==> src/rtl/tmvr_pkg.sv <==
// ----------------------------------------------------------------------------
// tmvr_pkg: shared types and constants of the torus memory voter
// Geometry limits, field widths, register and command codes, the payload
// structs of both channels and the sequencer state encoding.
// ----------------------------------------------------------------------------
package tmvr_pkg;

  // geometry and arithmetic limits
  localparam int MAX_SIDE     = 64;
  localparam int RANDOM_BITS  = 16;
  localparam int NODE_SLOTS   = MAX_SIDE * MAX_SIDE;
  localparam int ADDR_W       = $clog2(NODE_SLOTS);
  localparam int TOTAL_W      = $clog2(NODE_SLOTS + 1);
  localparam int SIDE_W       = $clog2(MAX_SIDE + 1);
  localparam int POS_W        = $clog2(MAX_SIDE);
  localparam int DIV_CNT_W    = $clog2(ADDR_W + 1);

  // fixed field widths
  localparam int SIDE_REG_W   = 7;
  localparam int WEIGHT_W     = 17;
  localparam int CFG_W        = 17;
  localparam int RF_IN_W      = 16;
  localparam int NODE_INDEX_W = 12;
  localparam int COUNT_W      = 32;
  localparam int STATE_W      = 2;

  // arithmetic widths
  localparam int RF_W   = (RANDOM_BITS < RF_IN_W) ? RANDOM_BITS : RF_IN_W;
  localparam int NB_W   = 3;                  // neighbor count, 0..4
  localparam int PROD_W = 19;                 // up to 4 * 2^16
  localparam int CMP_W  = RANDOM_BITS + 34;
  localparam logic [WEIGHT_W-1:0] Q16_ONE = WEIGHT_W'(65536);

  // reset values of the configuration registers
  localparam logic [SIDE_REG_W-1:0] SIDE_RESET   = SIDE_REG_W'(64);
  localparam logic [WEIGHT_W-1:0]   WEIGHT_RESET = WEIGHT_W'(32768);

  // configuration register indexes
  localparam logic [0:0] REG_SIDE_LENGTH   = 1'b0;
  localparam logic [0:0] REG_MEMORY_WEIGHT = 1'b1;

  // command codes
  localparam logic CMD_LOAD   = 1'b0;
  localparam logic CMD_UPDATE = 1'b1;

  // read slots of one update: own node, then the four neighbors
  localparam logic [2:0] RD_OWN   = 3'd0;
  localparam logic [2:0] RD_LEFT  = 3'd1;
  localparam logic [2:0] RD_RIGHT = 3'd2;
  localparam logic [2:0] RD_UP    = 3'd3;
  localparam logic [2:0] RD_DOWN  = 3'd4;
  localparam logic [2:0] RD_DRAIN = 3'd5;

  typedef struct packed {
    logic              command;
    logic              opinion;
    logic [RF_IN_W-1:0] random_fraction;
  } in_item_t;

  typedef struct packed {
    logic [NODE_INDEX_W-1:0] node_index;
    logic [STATE_W-1:0]      node_state;
    logic                    round_done;
    logic                    unanimous;
    logic [COUNT_W-1:0]      round_count;
  } out_item_t;

  typedef struct packed {
    logic             done;
    logic [POS_W-1:0] quot;
    logic [POS_W-1:0] rem;
  } div_res_t;

  typedef enum logic [5:0] {
    ST_IDLE  = 6'b000001,
    ST_PREP  = 6'b000010,
    ST_DIV   = 6'b000100,
    ST_READ  = 6'b001000,
    ST_CALC  = 6'b010000,
    ST_WRITE = 6'b100000
  } fsm_t;

endpackage

==> src/rtl/tmvr_div.sv <==
// ----------------------------------------------------------------------------
// tmvr_div: radix-2 restoring divider for node index by side length
// Splits a raster index into row (quotient) and column (remainder), one
// quotient bit per cycle.
// ----------------------------------------------------------------------------
module tmvr_div
  import tmvr_pkg::*;
(
  input  logic              clk,
  input  logic              rst_n,
  input  logic              start,
  input  logic [ADDR_W-1:0] dividend,
  input  logic [SIDE_W-1:0] divisor,
  output div_res_t          res
);

  logic                 busy_r;
  logic                 done_r;
  logic [DIV_CNT_W-1:0] cnt_r;
  logic [ADDR_W-1:0]    quot_r;
  logic [SIDE_W-1:0]    rem_r;

  logic [SIDE_W:0]   trial;
  logic              fits;
  logic [SIDE_W:0]   diff;

  // shift in the next dividend bit, subtract when the divisor fits
  assign trial = {rem_r, quot_r[ADDR_W-1]};
  assign fits  = (trial >= {1'b0, divisor});
  assign diff  = trial - {1'b0, divisor};

  always_ff @(posedge clk) begin
    if (!rst_n) begin
      busy_r <= 1'b0;
      done_r <= 1'b0;
      cnt_r  <= '0;
    end else begin
      done_r <= 1'b0;
      if (start) begin
        busy_r <= 1'b1;
        cnt_r  <= DIV_CNT_W'(ADDR_W);
      end else if (busy_r) begin
        cnt_r <= cnt_r - 1'b1;
        if (cnt_r == DIV_CNT_W'(1)) begin
          busy_r <= 1'b0;
          done_r <= 1'b1;
        end
      end
    end
  end

  always_ff @(posedge clk) begin
    if (start) begin
      quot_r <= dividend;
      rem_r  <= '0;
    end else if (busy_r) begin
      quot_r <= {quot_r[ADDR_W-2:0], fits};
      rem_r  <= fits ? diff[SIDE_W-1:0] : trial[SIDE_W-1:0];
    end
  end

  assign res.done = done_r;
  assign res.quot = quot_r[POS_W-1:0];
  assign res.rem  = rem_r[POS_W-1:0];

endmodule

==> config.mk <==
export PLATFORM = sky130hd
export DESIGN_NAME = tmvr_div
export DESIGN_NICKNAME = d
export VERILOG_FILES = /design/src/rtl/tmvr_pkg.sv /design/src/rtl/tmvr_div.sv
export SDC_FILE = /design/constraint.sdc
export NUM_CORES = 1
export LEC_CHECK = 0
export ABC_AREA = 1
export BUFFER_PORTS_ARGS = -buffer_cell sky130_fd_sc_hd__buf_2
export CAP_MARGIN = 0
export CORE_MARGIN = 3
export CORE_UTILIZATION = 58
export DETAILED_ROUTE_END_ITERATION = 10
export PLACE_DENSITY = 0.95
export SYNTH_ARGS = -nofsm -noshare
export SYNTH_HDL_FRONTEND = slang
export SYNTH_SLANG_ARGS = --single-unit
==> constraint.sdc <==
create_clock -name clk -period 3.5 [get_ports clk]
set_clock_uncertainty 0.15 [all_clocks]
set_input_delay 0.7 -clock clk [delete_from_list [all_inputs] [get_ports clk]]
set_output_delay 0.7 -clock clk [all_outputs]
set_load 0.005 [all_outputs]
Word-level counts from Yosys, hierarchy flattened
Cells that the tools add are included.
{"block": "word_totals", "regBits": 25, "inputBits": 22}
{"block": "classes", "n_addsub": 2, "magnitude_cmp": 1, "n_eq_ne": 1, "mux": 9, "n_bitwise": 2, "n_reduce_logical": 3}
{"op": "12-bit 2-to-1 mux", "count": 2}
{"op": "8-bit by 7-bit >= comparator with 1-bit output", "count": 1}
{"op": "4-bit 2-to-1 mux", "count": 2}
{"op": "7-bit 2-to-1 mux", "count": 1}
{"op": "7-bit subtractor", "count": 1}
{"op": "4-bit by 1-bit equality test with 1-bit output, second input constant", "count": 1}
{"op": "1-bit 2-to-1 mux", "count": 4}
{"op": "4-bit by 1-bit subtractor with 4-bit output, second input constant", "count": 1}
{"op": "3-bit OR reduction", "count": 1}
{"op": "1-bit inverter", "count": 2}
{"op": "2-bit nonzero test", "count": 1}
{"op": "2-bit OR reduction", "count": 1}

Logic depth before layout (Yosys ltp)
Gate-level depths: netlist of run 1.
{"block": "logic_depth", "ltp_word": 4, "mapped_depth": 12, "depth_no_buf": 12}

Worst setup path after synthesis of run 1
OpenSTA, ideal clock, no wires.
{"block": "synth_timing", "path_type": "input to register", "from": "in divisor[0]", "to": "reg rem_r[0]", "arrival_time_ns": 1.961, "setup_slack_ns": 1.320, "cell_stages": 11, "path_cell_list": "ha_1 -> fa_1 -> inv_1 -> nand2_1 -> nand2_1 -> nand2_1 -> nand2_1 -> nand2_1 -> nand3_1 -> nand3_1 -> o21ai_2"}
{"block": "synth_between", "elab_chain_cells": 2}
{"element": "from (decl)", "line_no": "tmvr_div.sv:13", "source": "input logic [SIDE_W-1:0] divisor,"}
{"element": "7-bit subtractor / 8-bit by 7-bit >= comparator with 1-bit output (equally long branches)", "line_no": "tmvr_div.sv:30, tmvr_div.sv:29"}
{"element": "7-bit 2-to-1 mux (*)", "line_no": "tmvr_div.sv:58", "source": "rem_r <= fits ? diff[SIDE_W-1:0] : trial[SIDE_W-1:0];"}
{"element": "to (signal assigned)", "line_no": "tmvr_div.sv:58"}
{"element": "to (decl)", "line_no": "tmvr_div.sv:21", "source": "logic [SIDE_W-1:0] rem_r;"}
Every way passes the cells marked *; elsewhere a longest branch is shown, timed or not.
A chain may end at the register's enable or synchronous reset.

Final worst setup path of run 1
{"block": "layout_timing", "from": "in divisor[0]", "to": "reg rem_r[6]"}
The elaborated chain is that of the path after synthesis.

==> results.toml, run 1 <==
[floorplanning]
ios = 35
std_cell_rows = 18
core-area_mm2 = 0.002567
start_util_pct = 62.96
die_h_um = 58.80
die_area_mm2 = 0.003457
die_w_um = 58.80

[sta]
relSlewSlack_pct = 68.23
setup_viol = 0
min_period_ns = 2.189
rsz0062_at_grt = "no"
holdWs_ns = 0.3500
period_share_pct = 62.53
fin_ws_ns = 1.311
tns_ns = 0
timing.fmax_mhz = 456.9
hold_viol_final = 0
max_slew.worst_pin.slew_ns = 0.4749
slew_violations = 0

[clock_tree]
cts_made_buffers = 3
ctsResizeCount = 0
path_clk_slew_ns = 0.13
cts_tree = "yes"
htree_levels = 1
clkSinkCount = 25
cts_root_buffer = "clkbuf_4"
clkLatencyLatePin_ns = 0.32
hold_buffers = 0
cts_setup_buffers = 0
clockBufferDepth = 2

[logic_synthesis]
ys_async_sr_fraction_pct = 0
synthFlopType = "dfxtp_1"
synth_edf_count = 12
synthTopCellsByArea = "edfxtp_1, nand2_1, dfxtp_1"
yosysTopAreaCell = "edfxtp_1"
yosys_warnings = 0
postSynthNetCount = 246
synth_seq_cells = 25
synth_cell_types = 27
ys_seq_area_share_pct = 38.39
synth_area_per_cell_um2 = 7.554
synth_top_cell_area_share_pct = 22.29
synth_commonest_cells = "nand2_1, inv_1, nand3_1, nor2_1"
synth.most_common_cell = "nand2_1"
syn_inst = 214
synthesis.area_mm2 = 0.001617

[critical_path]
required_ns = 3.62
crit_path_max_fanout = 8
cp-end-kind = "register"
critPathArrivalTime_ns = 2.31
worstSetupPathType = "in -> reg"
critical_path.startpoint_type = "input pin"

[global_routing]
antenna_found_initial = 0
overflow = 0
grt_pass1_wl_mm = 5.250
grtUsageTotal_pct = 19.92
grt_pass1_vias = 1262
grt_max_degree = 17

[flow_run]
cap_violations = 0

[power]
p_seq_share_pct = 55.7
clock_power_share_pct = 20.8
internal_power_mw = 0.4346
combPwrFrac_pct = 23.5
p_leak_nw = 0.9562
power_mw = 0.6207
p_sw_share_pct = 29.98
ir_drop_uv = 275.8
power_density_mw_per_mm2 = 354.9
power_switching_mw = 0.1861

[detailed_routing]
firstDrtPassIters = 4
viasPerCell = 5.243
avgRoutedWirePerCell_um = 11.93
ant_nets = 0
drt_iter0_drc = 38
drc = 0
routed_wl_mm = 3.185
vias = 1400

[layout]
nNetsFinal = 270
area_delta_synth_final_pct = 8.205
final_design_area_no_fill_mm2 = 0.001749
diodes = 0
drive_gt1_share_pct = 20.25

[placed_design]
dp_hpwl_mm = 2.534
place.port_buffers = 34
postPlaceCellArea_mm2 = 0.001719
place_congestion = 0.8206
pre_cts_slack_ns = 0.9861

[worst_hold_path]
hp-class = "reg -> reg"

[run_status]
status = "finished, final reports clean"
## cell families (layout without fill, tap and decap cells)
kind of cell,Yosys count,after routing,synth area share (%)
flip-flops,25,25,38.39
AO/OA/AOI/OAI,10,10,4.567
buffers and inverters,45,68,13.47
AND/OR/NAND/NOR,121,121,33.75
XOR/XNOR,3,3,1.626
adder cells (fa/ha/maj),10,10,8.205
## worst max-delay path, stage by stage
cell      delay (ns)
buf_2           0.10
ha_1            0.23
fa_1            0.41
inv_1           0.09
nand2_1         0.05
nand2_1         0.07
nand2_1         0.08
nand2_1         0.07
nand2_1         0.17
nand3b_1        0.15
nand3_1         0.11
nand2_1         0.07
## path summary, 6_finish.rpt
kind / start / end / slack [ns] / cells after the start
setup reg to reg: quot_r[11]$_DFFE_PP_ / rem_r[6]$_SDFFE_PP0P_ / 1.37 / 12
setup / recovery: divisor[0] / rem_r[6]$_SDFFE_PP0P_ / 1.31 / 12
hold reg to reg: rem_r[4]$_SDFFE_PP0P_ / rem_r[4]$_SDFFE_PP0P_ / 0.35 / 2
hold / removal: rem_r[4]$_SDFFE_PP0P_ / rem_r[4]$_SDFFE_PP0P_ / 0.35 / 2
## through the flow
step | util [%] | instances
CTS | 68.13 | 267
detailed placement | 66.96 | 263
finish | 68.13 | 267
floorplan | - | 214
global placement | 66.96 | 263
global route | 68.13 | 267
## metal layers
layer	part of all wire (%)	global-route usage (%)	up-vias
li1	-	-	710
met1	44	25.52	646
met2	49	33.12	37
met3	5.4	3.289	7
met4	1.8	8.414	0
met5	0	0	-
## final cells by class
type / count / area, um^2
clock buffer: 3 / 22.52
clock inverter: 1 / 7.507
fill: 223 / 818.3
inverter: 30 / 112.6
multi-input combinational: 144 / 778.2
sequential: 25 / 620.6
tap: 30 / 37.54
timing repair buffer: 34 / 170.2
## cell usage in the layout, fill, tap and decap left out, types with 2 or more instances in the layout
master    count
buf_2        34
ha_1          9
dfxtp_1      13
nand2_1      78
nand4_1       2
nand3_2       2
nand3_1      15
a21oi_1       3
inv_2         3
clkbuf_4      3
xor2_1        3
nor2_1       15
nand3b_1      5
inv_1        27
edfxtp_1     12
## power groups by stage
stage	clock network (mW)	registers, mW	logic (mW)
floorplan	0	0.348	0.114
CTS	0.133	0.346	0.147
detailed placement	0	0.352	0.145
finish	0.129	0.346	0.146
global route	0.143	0.349	0.167
global placement	0	0.351	0.139
## sequential cells by signal, indices dropped and copies added (netlist names)
name / cells
quot_r: 12
rem_r: 7
cnt_r: 4
busy_r: 1
done_r: 1
No activity file was read; power rests on OpenSTA's default activity.
==> run 2, diff against run 1 <==
- CORE_UTILIZATION: 58 -> 49
- PLACE_DENSITY: 0.95 -> 0.87
- clock period: 3.5 -> 1.9 ns (I/O delays scaled with it)
==> results.toml, run 2 (synthesis results as in run 1) <==
[run_status]
status = "finished, final reports clean"

[global_routing]
grtUsageTotal_pct = 16.85
antenna_found_initial = 0
grt_pass1_wl_mm = 5.471
grt_max_degree = 17
overflow = 0
grt_pass1_vias = 1307

[clock_tree]
cts_tree = "yes"
clkLatencyLatePin_ns = 0.31
cts_root_buffer = "clkbuf_4"
clkSinkCount = 25
path_clk_slew_ns = 0.13
hold_buffers = 0
clockBufferDepth = 2
htree_levels = 1
cts_made_buffers = 3

[layout]
final_util_pct = 61.25
top_register = "quot_r"
reg_top3 = "quot_r x12, rem_r x7, cnt_r x4"
drive_gt1_share_pct = 29.39
largest_register_ffs = 12
mostFrequentLayoutCells = "nand2_1, buf_2, inv_1, nor2_1, dfxtp_1"
layout_commonest_cell = "nand2_1"
fill_cells = 276
area_delta_synth_final_pct = 17.57
diodes = 0
nNetsFinal = 278
fin_cells = 289

[detailed_routing]
vias = 1387
routed_wl_mm = 3.360
viasPerCell = 4.799
firstDrtPassIters = 4
drc = 0
avgRoutedWirePerCell_um = 11.63
drt_iter0_drc = 70
ant_nets = 0

[floorplanning]
ios = 35
start_util_pct = 52.10
core-area_mm2 = 0.003103
die_w_um = 63.44
die_area_mm2 = 0.004024
std_cell_rows = 20
die_h_um = 63.44

[worst_hold_path]
hp-class = "in -> reg"
hold_path_end = "cnt_r[3]$_SDFFE_PN0P_"
whs_path_depth = 2
worstHoldStart = "rst_n"

[power]
power_mw = 1.189
p_leak_nw = 1.013
power_density_mw_per_mm2 = 625.7
ir_drop_uv = 681.7

[sta]
rsz0062_at_grt = "yes"
setup_viol = 0
timing.fmax_mhz = 545.5
period_share_pct = 96.48
slew_violations = 0
relSlewSlack_pct = 77.47
tns_ns = 0
hold_viol_final = 0
max_slew.worst_pin.slew_ns = 0.3380
min_period_ns = 1.833

[critical_path]
reg2reg_to = "rem_r[4]$_SDFFE_PP0P_"
worstSetupPathType = "reg -> reg"
r2r-start = "quot_r[11]$_DFFE_PP_"
r2r_cells = 11
r2r_setup_slack_ns = 0.07
required_ns = 1.97
critical_path.startpoint_type = "register"
cp-end-kind = "register"
critPathArrivalTime_ns = 1.90
crit_path_max_fanout = 2

[flow_run]
cap_violations = 0

[placed_design]
dp.cells = 283
place.port_buffers = 34
dp_hpwl_mm = 2.474
place_congestion = 0.8544
[run 2: cell types whose count changed in the layout (fill, tap and decap cells not counted), sizes merged]
| cell | previous run | this run |
|---|---|---|
| buf | 34 | 42 |
| clkbuf | 3 | 4 |
| clkinvlp | 1 | 0 |
[run 2: layer usage]
metal	wire, um	global-route usage [%]	share of wire (%)	vias up
met5	0	0	0	-
met4	23	3.774	0.68	0
met3	159	4.456	4.7	4
met2	1655	28.94	49	29
met1	1523	21.08	45	632
li1	-	-	-	722
[run 2: stage by stage]
stage               hold slack, ns  setup WS (ns)  instance area [um^2]
CTS                         0.1577        0.02618                  1826
global route                0.1627       -0.08226                  1901
floorplan                   0.2949        0.04007                  1617
finish                      0.1733        0.06681                  1901
detailed placement          0.3264        -0.1921                  1782
global placement            0.3180        -0.1362                  1782
[run 2: area by class of cell]
class                      count  area [um^2]  share of cell area, %
multi-input combinational    144        843.3                  44.37
clock buffer                   4        26.28                  1.382
timing repair buffer          42        242.7                  12.77
sequential                    25        620.6                  32.65
tap                           44        55.05                  2.897
inverter                      30        112.6                  5.925
[run 2: how the worst max path moves through the flow]
stage	end	cells past startpoint	slack (ns)	from
after global placement	rem_r[0]$_SDFFE_PP0P_	12	-0.14	divisor[0]
after CTS	rem_r[0]$_SDFFE_PP0P_	11	0.03	quot_r[11]$_DFFE_PP_
after floorplan	rem_r[0]$_SDFFE_PP0P_	11	0.04	divisor[0]
after global routing	rem_r[4]$_SDFFE_PP0P_	11	-0.08	quot_r[11]$_DFFE_PP_
final	rem_r[4]$_SDFFE_PP0P_	11	0.07	quot_r[11]$_DFFE_PP_
after detailed placement	rem_r[3]$_SDFFE_PP0P_	12	-0.19	divisor[0]
[run 2: repair_timing]
| item | CTS | global route |
|---|---|---|
| endpoints found under the setup margin | 8 | 8 |
| buffers inserted | 0 | 2 |
| gates resized for setup | 5 | 15 |
| pin swaps | 1 | 5 |
[run 2: power by group]
group	switching [mW]	internal (mW)
clock network	0.149	0.0819
logic	0.184	0.138
registers	0.0234	0.613
total	0.356	0.833
[run 2: worst max-delay path: stages, from the launching register on]
cell and delay, ns:
edfxtp_1 0.37, inv_2 0.06, ha_4 0.16, fa_2 0.34, inv_2 0.07, nand2_2 0.05, nand2_2 0.08, nand2_2 0.07
xor2_1 0.17, nand2_1 0.10, nand3_1 0.07, nand2_1 0.04
==> run 3, diff against run 2 <==
- CORE_ASPECT_RATIO: unset -> 0.75
==> results.toml, run 3 (synthesis results as in run 1) <==
[run_status]
status = "finished, final reports clean"

[layout]
diodes = 0
mostFrequentLayoutCells = "nand2_1, buf_2, inv_1, nor2_1, nand3_1"
area_delta_synth_final_pct = 16.49
largest_register_ffs = 12
top_register = "quot_r"
reg_top3 = "quot_r x12, rem_r x7, cnt_r x4"
final_design_area_no_fill_mm2 = 0.001883
fill_cells = 258
layout_commonest_cell = "nand2_1"
nNetsFinal = 277
drive_gt1_share_pct = 26.64

[floorplanning]
core-area_mm2 = 0.003042
die_area_mm2 = 0.004031
start_util_pct = 53.15
die_h_um = 55.74
die_w_um = 72.33
ios = 35
std_cell_rows = 17

[sta]
rsz0062_at_grt = "no"
timing.fmax_mhz = 562.0
max_slew.worst_pin.slew_ns = 0.5157
fin_ws_ns = 0.1206
period_share_pct = 93.66
relSlewSlack_pct = 65.50
setup_viol = 0
hold_viol_final = 0
min_period_ns = 1.779
holdWs_ns = 0.2298
slew_violations = 0

[clock_tree]
clockBufferDepth = 2
cts_made_buffers = 3
hold_buffers = 0
clkSinkCount = 25
cts_tree = "yes"
path_clk_slew_ns = 0.08
cts_root_buffer = "clkbuf_8"
clkLatencyLatePin_ns = 0.26
htree_levels = 1

[placed_design]
dp_hpwl_mm = 2.499
postPlaceCellArea_mm2 = 0.001774
place.port_buffers = 34
place_congestion = 0.8546
pre_cts_slack_ns = -0.2380

[detailed_routing]
firstDrtPassIters = 4
drt_iter0_drc = 99
vias = 1374
routed_wl_mm = 3.243
drc = 0
ant_nets = 0
avgRoutedWirePerCell_um = 11.50
viasPerCell = 4.872

[critical_path]
max_stage_delay_ns = 0.34
required_ns = 1.91
crit_chain = "inv_2 > ha_4 > fa_2 > inv_2 > nand2_1 > nand2_2 > nand3_2 > nand3_4 > nand2_1 > nand3_1 > o21ai_2"
worstSetupPathType = "reg -> reg"
crit_slowest_cell = "edfxtp_1"
r2r_cells = 11
critical_path.startpoint_type = "register"
critPathArrivalTime_ns = 1.79
cp-end-kind = "register"
crit_path_max_fanout = 7

[power]
p_leak_nw = 1.017
ir_drop_uv = 461.5
power_density_mw_per_mm2 = 662.1

[global_routing]
grtUsageTotal_pct = 16.17
grt_pass1_wl_mm = 5.306
antenna_found_initial = 0
grt_max_degree = 17
overflow = 0
grt_pass1_vias = 1295

[flow_run]
cap_violations = 0

[worst_hold_path]
whs_path_depth = 2
hp-class = "in -> reg"
-- run 3: cell types whose count changed in the layout (fill, tap and decap cells not counted), moves of 2 or more --
cell	change
clkbuf_4	-3
clkbuf_8	+3
ha_1	+2
ha_2	-2
nand2_1	+2
nand2_2	-2
nand3_1	+2
nand3_2	-2
-- run 3: path summary, 6_finish.rpt --
| path | start | end | slack, ns |
|---|---|---|---|
| min reg2reg | rem_r[6]$_SDFFE_PP0P_ | rem_r[6]$_SDFFE_PP0P_ | 0.34 |
| max | quot_r[11]$_DFFE_PP_ | rem_r[0]$_SDFFE_PP0P_ | 0.12 |
| max reg2reg | quot_r[11]$_DFFE_PP_ | rem_r[0]$_SDFFE_PP0P_ | 0.12 |
| min | rst_n | cnt_r[3]$_SDFFE_PN0P_ | 0.23 |
-- run 3: timing repair --
action                     CTS  global route
setup buffers                0             1
resized for setup            7             6
pin swaps                    2             5
gates cloned                 0             0
setup endpoints to repair    8             8
hold endpoints to repair     0             0
-- run 3: metrics by stage --
step	setup TNS [ns]	utilization, %	total power [mW]	std cells
after global routing	0	61.91	1.324	282
after global placement	-0.9541	58.33	0.9183	277
after detailed placement	-1.804	58.33	0.9280	277
final	0	61.91	1.247	282
after floorplan	0	-	0.8516	214
after CTS	0	60.59	1.238	281
-- run 3: worst max-delay path: cells and delay by family (launching register included) --
kind	cells	cell delay (ns)
fa+ha+maj	2	0.49
compound gates	1	0.06
simple gates	6	0.49
flops	1	0.34
buf+inv	2	0.12
-- run 3: per-layer routing --
layer	GRT usage, %	wire length [um]	vias up
li1	-	-	723
met1	20.90	1494	619
met2	26.33	1568	30
met3	4.693	168	2
met4	4.021	11	0
met5	0	0	-
-- run 3: power breakdown --
group / switching [mW] / leakage, nW / total, mW / internal, mW
clock network: 0.157 / 0.0255 / 0.303 / 0.146
logic: 0.175 / 0.762 / 0.307 / 0.132
registers: 0.0239 / 0.229 / 0.637 / 0.613
-- run 3: final cells by class --
cell class,count,area (um^2),share of cell area (%)
inverters,30,112.6,5.980
clock inverters,1,5.005,0.2658
repair buffers,41,235.2,12.49
multi-input cells,144,820.8,43.59
clock buffers,3,41.29,2.193
well taps,38,47.55,2.525
flip-flops and latches,25,620.6,32.96
